[src/rtl/mkbc_pkg.sv]
// Shared types, constants and MD5 tables for the MPPE key block cipher.
`timescale 1ns / 1ps

package mkbc_pkg;

   localparam int SECRET_MAX_BYTES = 32;
   localparam int MAX_BLOCKS       = 16;
   localparam int QUEUE_DEPTH      = 2;

   localparam logic [2:0] CSR_SECRET0    = 3'd0;
   localparam logic [2:0] CSR_SECRET1    = 3'd1;
   localparam logic [2:0] CSR_SECRET2    = 3'd2;
   localparam logic [2:0] CSR_SECRET3    = 3'd3;
   localparam logic [2:0] CSR_SECRET_LEN = 3'd4;
   localparam logic [2:0] CSR_AUTH_HI    = 3'd5;
   localparam logic [2:0] CSR_AUTH_LO    = 3'd6;

   localparam logic [1:0] ST_OK        = 2'd0;
   localparam logic [1:0] ST_BAD_LEN   = 2'd1;
   localparam logic [1:0] ST_TOO_MANY  = 2'd2;

   localparam logic FUNC_DECRYPT = 1'b1;

   localparam logic [31:0] IV_A = 32'h67452301;
   localparam logic [31:0] IV_B = 32'hefcdab89;
   localparam logic [31:0] IV_C = 32'h98badcfe;
   localparam logic [31:0] IV_D = 32'h10325476;

   typedef struct packed {
      logic        func;
      logic        first_block;
      logic        last_block;
      logic [15:0] salt;
      logic [63:0] data_hi;
      logic [63:0] data_lo;
   } item_type;

   typedef struct packed {
      logic     valid;
      item_type item;
   } front_out_type;

   typedef struct packed {
      logic [255:0] secret;
      logic [5:0]   secret_bytes;
      logic [127:0] auth;
   } cfg_type;

   function automatic logic [31:0] md5_k(input logic [5:0] idx);
      logic [31:0] k;
      unique case (idx)
         6'd0:  k = 32'hd76aa478; 6'd1:  k = 32'he8c7b756; 6'd2:  k = 32'h242070db;
         6'd3:  k = 32'hc1bdceee; 6'd4:  k = 32'hf57c0faf; 6'd5:  k = 32'h4787c62a;
         6'd6:  k = 32'ha8304613; 6'd7:  k = 32'hfd469501; 6'd8:  k = 32'h698098d8;
         6'd9:  k = 32'h8b44f7af; 6'd10: k = 32'hffff5bb1; 6'd11: k = 32'h895cd7be;
         6'd12: k = 32'h6b901122; 6'd13: k = 32'hfd987193; 6'd14: k = 32'ha679438e;
         6'd15: k = 32'h49b40821; 6'd16: k = 32'hf61e2562; 6'd17: k = 32'hc040b340;
         6'd18: k = 32'h265e5a51; 6'd19: k = 32'he9b6c7aa; 6'd20: k = 32'hd62f105d;
         6'd21: k = 32'h02441453; 6'd22: k = 32'hd8a1e681; 6'd23: k = 32'he7d3fbc8;
         6'd24: k = 32'h21e1cde6; 6'd25: k = 32'hc33707d6; 6'd26: k = 32'hf4d50d87;
         6'd27: k = 32'h455a14ed; 6'd28: k = 32'ha9e3e905; 6'd29: k = 32'hfcefa3f8;
         6'd30: k = 32'h676f02d9; 6'd31: k = 32'h8d2a4c8a; 6'd32: k = 32'hfffa3942;
         6'd33: k = 32'h8771f681; 6'd34: k = 32'h6d9d6122; 6'd35: k = 32'hfde5380c;
         6'd36: k = 32'ha4beea44; 6'd37: k = 32'h4bdecfa9; 6'd38: k = 32'hf6bb4b60;
         6'd39: k = 32'hbebfbc70; 6'd40: k = 32'h289b7ec6; 6'd41: k = 32'heaa127fa;
         6'd42: k = 32'hd4ef3085; 6'd43: k = 32'h04881d05; 6'd44: k = 32'hd9d4d039;
         6'd45: k = 32'he6db99e5; 6'd46: k = 32'h1fa27cf8; 6'd47: k = 32'hc4ac5665;
         6'd48: k = 32'hf4292244; 6'd49: k = 32'h432aff97; 6'd50: k = 32'hab9423a7;
         6'd51: k = 32'hfc93a039; 6'd52: k = 32'h655b59c3; 6'd53: k = 32'h8f0ccc92;
         6'd54: k = 32'hffeff47d; 6'd55: k = 32'h85845dd1; 6'd56: k = 32'h6fa87e4f;
         6'd57: k = 32'hfe2ce6e0; 6'd58: k = 32'ha3014314; 6'd59: k = 32'h4e0811a1;
         6'd60: k = 32'hf7537e82; 6'd61: k = 32'hbd3af235; 6'd62: k = 32'h2ad7d2bb;
         default: k = 32'heb86d391;
      endcase
      return k;
   endfunction

   function automatic logic [4:0] md5_s(input logic [3:0] idx);
      logic [4:0] s;
      unique case (idx)
         4'd0:  s = 5'd7;  4'd1:  s = 5'd12; 4'd2:  s = 5'd17; 4'd3:  s = 5'd22;
         4'd4:  s = 5'd5;  4'd5:  s = 5'd9;  4'd6:  s = 5'd14; 4'd7:  s = 5'd20;
         4'd8:  s = 5'd4;  4'd9:  s = 5'd11; 4'd10: s = 5'd16; 4'd11: s = 5'd23;
         4'd12: s = 5'd6;  4'd13: s = 5'd10; 4'd14: s = 5'd15;
         default: s = 5'd21;
      endcase
      return s;
   endfunction

   function automatic logic [31:0] bswap32(input logic [31:0] x);
      return {x[7:0], x[15:8], x[23:16], x[31:24]};
   endfunction

endpackage

[src/rtl/mkbc_front.sv]
// Front end: request queue between the input port and the MD5 back end.
`timescale 1ns / 1ps

module mkbc_front (
   input  logic                   clock,
   input  logic                   reset,
   input  logic                   push,
   input  mkbc_pkg::item_type     item_in,
   output logic                   full,
   input  logic                   deq,
   output mkbc_pkg::front_out_type head
);

   mkbc_pkg::item_type q_ff [mkbc_pkg::QUEUE_DEPTH];
   logic                          wr_ptr_ff, wr_ptr_in;
   logic                          rd_ptr_ff, rd_ptr_in;
   logic [1:0]                    count_ff, count_in;
   logic                          do_push, do_pop;

   assign full    = (count_ff == 2'(mkbc_pkg::QUEUE_DEPTH));
   assign do_push = push && !full;
   assign do_pop  = deq && (count_ff != 2'd0);

   always_comb begin
      wr_ptr_in = do_push ? ~wr_ptr_ff : wr_ptr_ff;
      rd_ptr_in = do_pop ? ~rd_ptr_ff : rd_ptr_ff;
      count_in  = count_ff + 2'(do_push) - 2'(do_pop);
   end

   always_ff @(posedge clock) begin
      if (reset) begin
         wr_ptr_ff <= 1'b0;
         rd_ptr_ff <= 1'b0;
         count_ff  <= 2'd0;
      end else begin
         wr_ptr_ff <= wr_ptr_in;
         rd_ptr_ff <= rd_ptr_in;
         count_ff  <= count_in;
      end
   end

   always_ff @(posedge clock) begin
      if (do_push) begin
         q_ff[wr_ptr_ff] <= item_in;
      end
   end

   assign head.valid = (count_ff != 2'd0);
   assign head.item  = q_ff[rd_ptr_ff];

endmodule

[config.mk]
export PLATFORM = sky130hd
export DESIGN_NAME = mkbc_front
export DESIGN_NICKNAME = d
export VERILOG_FILES = /design/src/rtl/mkbc_pkg.sv /design/src/rtl/mkbc_front.sv
export SDC_FILE = /design/constraint.sdc
export NUM_CORES = 1
export LEC_CHECK = 0
export BUFFER_PORTS_ARGS = -buffer_cell sky130_fd_sc_hd__clkbuf_2
export CORE_UTILIZATION = 40
export DETAILED_ROUTE_END_ITERATION = 12
export PLACE_DENSITY = 0.7
export SETUP_SLACK_MARGIN = 0.02
export SLEW_MARGIN = 30
export SYNTH_ARGS = -nofsm -noshare
export SYNTH_HDL_FRONTEND = slang
export SYNTH_SLANG_ARGS = --single-unit
export TNS_END_PERCENT = 10
[constraint.sdc]
create_clock -name clock -period 5.4 [get_ports clock]
set_clock_uncertainty 0.2 [all_clocks]
set_input_delay 1.08 -clock clock [delete_from_list [all_inputs] [get_ports clock]]
set_output_delay 1.08 -clock clock [all_outputs]
set_load 0.03 [all_outputs]
# Yosys cells after proc, flatten, opt, wreduce, memory -nomap -nowiden
# Memories as Yosys holds them, arrays and structs flattened. A register that Yosys moved wholly into a read port is not among the register bits.
# Cells that the tools add are included.
# word_totals
reg_bits,4
ram_bits,294
inputBits,151
out_inout_bits,149
wordCells,17
memories,1
# mem_list
name,depth,word_bits,rd,rd_clocked_by_memory_dff,wr,line,rtl
q_ff,2,147,1,1,1,mkbc_front.sv:14,mkbc_pkg::item_type q_ff [mkbc_pkg::QUEUE_DEPTH];
# op_classes
n_addsub,2
n_eq_ne,1
mux,4
bitwise,2
n_reduce_logical,4
# ops
op,n
$mux W1,4
$add A2 B1 Y2,1
$eq A2 B2 Y1 const B,1
$logic_and A1 B1 Y1,2
$not A1 Y1,2
$reduce_bool A2 Y1,1
$sub A2 B1 Y2,1
$logic_not A1 Y1,1

# Longest topological paths before layout
# logic_depth
word_depth,5
mapped_depth,8
mapped_depth_nobuf,8

# Worst setup path after synthesis
# OpenSTA, ideal clock, no wires.
# synth_timing
kind,input port to flip-flop
startpoint,in push
endpoint,mem q_ff[0][0] in the netlist's numbering (enable)
setup_time_ns,0.500
t_arrival_ns,4.322
required_ns,4.700
slack_ns,0.378
stages,3
path_buffers,0
cell_sequence,inv_1 or3_1 inv_1
# synth_via
elab_chain_len,3
# synth_rtl
element,line,rtl
start: declaration,mkbc_front.sv:7,"input logic push,"
$logic_and A1 B1 Y1,mkbc_front.sv:21,assign do_push = push && !full;
$mux W1,mkbc_front.sv:43,if (do_push) begin
$mux W1 (not written as such),mkbc_front.sv:44,q_ff[wr_ptr_ff] <= item_in;
end: declaration,mkbc_front.sv:14,
# Every way passes these cells.

==> results.py <==
metrics = {
    "critical_path": {
        "worstReg2RegStart": "count_ff[0]",
        "arrival_ns": 2.35,
        "cp_top_family": "buffers and inverters",
        "max_stage_delay_ns": 0.56,
        "start_kind": "flop",
        "end_kind": "primary output",
        "r2r-end": "q_ff[1][106]",
        "required_ns": 4.12,
        "critPathKind": "reg2out",
        "crit_buf_inv": 3,
        "crit_fanout": 46,
        "reg2reg_slack_ns": 3.13,
        "cp_cell_sequence": "buf_16, buf_4, mux2_2, clkbuf_2",
        "reg2reg_depth": 4,
        "slowest_stage": "dfxtp_4",
    },
    "sta": {
        "finalSetupTns_ns": 0,
        "fin_crit_ns": 3.63,
        "hold_viol": 0,
        "slew_headroom": 0.651,
        "worst_pin_slew_ns": 0.523,
        "holdWs_ns": 0.316,
        "max_freq_mhz": 275,
        "slew_viol_final": 0,
        "setup_violations": 0,
        "finalCritPeriodShare": 0.672,
        "rsz0062_at_grt": "false",
        "fin_ws_ns": 1.77,
    },
    "global_routing": {
        "grt_use_total": 0.147,
        "antenna_found_initial": 0,
        "grt_pass1_vias": 6099,
        "grt_max_degree": 95,
        "grt_overflow_total": 0,
        "grt_pass1_wl_mm": 32.0,
    },
    "cts": {
        "clock_sinks": 299,
        "cts-root-buf": "clkbuf_16",
        "tritoncts": "yes",
        "cts_inserted_buffers": 34,
        "ctsHoldBuffers": 0,
        "cts_setup_buffers": 0,
        "ctsResizeCount": 0,
        "path_clk_slew_ns": 0.06,
        "htreeDepth": 2,
        "clk_latency_ns": 0.50,
        "clock_path_buffers": 3,
    },
    "routing": {
        "first_pass_iters": 4,
        "vias": 5647,
        "drt_iter0_drc": 340,
        "wl_per_cell_um": 17.7,
        "vias_per_cell": 4.80,
        "route.detailed.drc": 0,
        "routed_wl_mm": 20.9,
        "ant_nets": 0,
    },
    "yosys": {
        "ys_ff_latch": 299,
        "yosys_warnings": 0,
        "synth_top_area_frac": 0.811,
        "synthTopCellsByCount": "edfxtp_1 (294), mux2_2 (147), buf_6 (15)",
        "synthArstFlopShare": 0,
        "ys_types": 20,
        "syn_nets": 636,
        "synth.avg_cell_area_sq_um": 22.6,
        "synth_edf_count": 294,
        "synth.most_common_cell": "edfxtp_1",
        "seq_area_frac_synth": 0.820,
        "synth_top_area_cell": "edfxtp_1",
        "synth_flop_cell": "edfxtp_1",
        "synth.area.top_cells": "edfxtp_1 (81%), mux2_2 (15%), buf_6 (1.6%)",
        "syn_area_sq_um": 10900,
        "syn_inst": 483,
    },
    "power": {
        "powerDensity_nw_per_um2": 517,
        "p_leak_nw": 5.28,
        "total_power_mw": 7.22,
        "ir_drop_mv": 0.347,
    },
    "finish": {
        "post-route-util": 0.521,
        "nets": 963,
        "fin_area_sq_um": 14000,
        "final_cells": 1176,
        "syn_to_final_growth_pct": 28.2,
        "n_antenna_cell": 0,
        "drive_above_1_share": 0.607,
    },
    "hold_path": {
        "whs_path_depth": 2,
        "holdPathEnd": "wr_ptr_ff",
        "holdCritStartpoint": "wr_ptr_ff",
        "hold_path_class": "reg2reg",
    },
    "floorplanning": {
        "rows": 60,
        "die_y_um": 167,
        "initial_core_util": 0.406,
        "core_sq_um": 26800,
        "io_pins": 300,
        "fp.dieArea_sq_um": 27900,
        "die_x_um": 167,
    },
    "placement": {
        "postPlaceCellArea_sq_um": 12700,
        "dp_hpwl_mm": 13.4,
        "preCtsSetupSlack_ns": 2.02,
        "port_buffers": 299,
        "gp_congestion": 0.742,
        "dp_cells": 1113,
    },
    "run": {
        "max-cap-violations": 0,
    },
    "status": {
        "status": "finished, final reports clean",
    },
}
==> worst max-delay path by stage <==
stage,startpoint,end,slack (ns),cells past startpoint
floorplan,push,q_ff[0][0],0.38,3
global placement,push,q_ff[0][106],2.04,5
detailed placement,push,q_ff[0][109],2.02,5
CTS,flop,head[31],1.52,3
global route,flop,head[31],1.66,4
finish,flop,head[31],1.77,4
==> worst min-delay path: stages (launching register included) <==
cell and delay [ns]:
dfxtp_1 0.32, o21ai_0 0.08, a21oi_1 0.07
==> where the power goes <==
| part | total [mW] | internal [mW] | switching, mW |
|---|---|---|---|
| clock | 2.35 | 1.48 | 0.870 |
| sequential | 2.96 | 2.88 | 0.0842 |
| combinational | 1.90 | 0.658 | 1.25 |
| total | 7.22 | 5.02 | 2.20 |
==> flip-flops by register name (all words and copies together), names as in the netlist, named ones only <==
register	flops
wr_ptr_ff	1
q_ff	294
rd_ptr_ff	1
count_ff	2
==> per-layer routing <==
metal / vias up / track usage / part of all wire / routed length, um
li1: 2588 / - / - / -
met1: 2791 / 0.160 / 0.37 / 7770
met2: 223 / 0.258 / 0.51 / 10700
met3: 45 / 0.0573 / 0.092 / 1910
met4: 0 / 0.0531 / 0.025 / 523
met5: - / 0 / 0 / 0
==> placed cells by master, fill, tap and decap left out, drive strengths merged <==
cell type	Yosys	routed
ha	2	2
nand2b	1	1
nand2	1	1
xor2	1	1
nor2b	1	1
o21a	1	1
and3	1	1
mux2	147	147
xnor2	2	2
a21oi	1	1
o21ai	1	1
or2	1	1
clkbuf	0	342
or3	1	1
dfxtp	5	5
clkinvlp	0	1
inv	4	5
bufinv	0	5
buf	16	8
clkinv	0	11
edfxtp	294	294
nor2	3	3
==> cell type report <==
| type | count | area (sq um) |
|---|---|---|
| inverters | 4 | 20.0 |
| well taps | 341 | 427 |
| clock inverters | 18 | 211 |
| clock buffers | 43 | 948 |
| fillers | 2164 | 12800 |
| multi-input cells | 164 | 1780 |
| flip-flops and latches | 299 | 8930 |
| repair buffers | 307 | 1650 |
==> logic make-up after synthesis <==
| kind of cell | Yosys count | synth area share |
|---|---|---|
| fa+ha+maj | 2 | 0.00230 |
| compound gates | 3 | 0.00161 |
| flops | 299 | 0.820 |
| mux | 147 | 0.152 |
| buf+inv | 20 | 0.0173 |
| simple gates | 9 | 0.00460 |
| xor+xnor | 3 | 0.00241 |
Power figures use the tool's default switching activity.
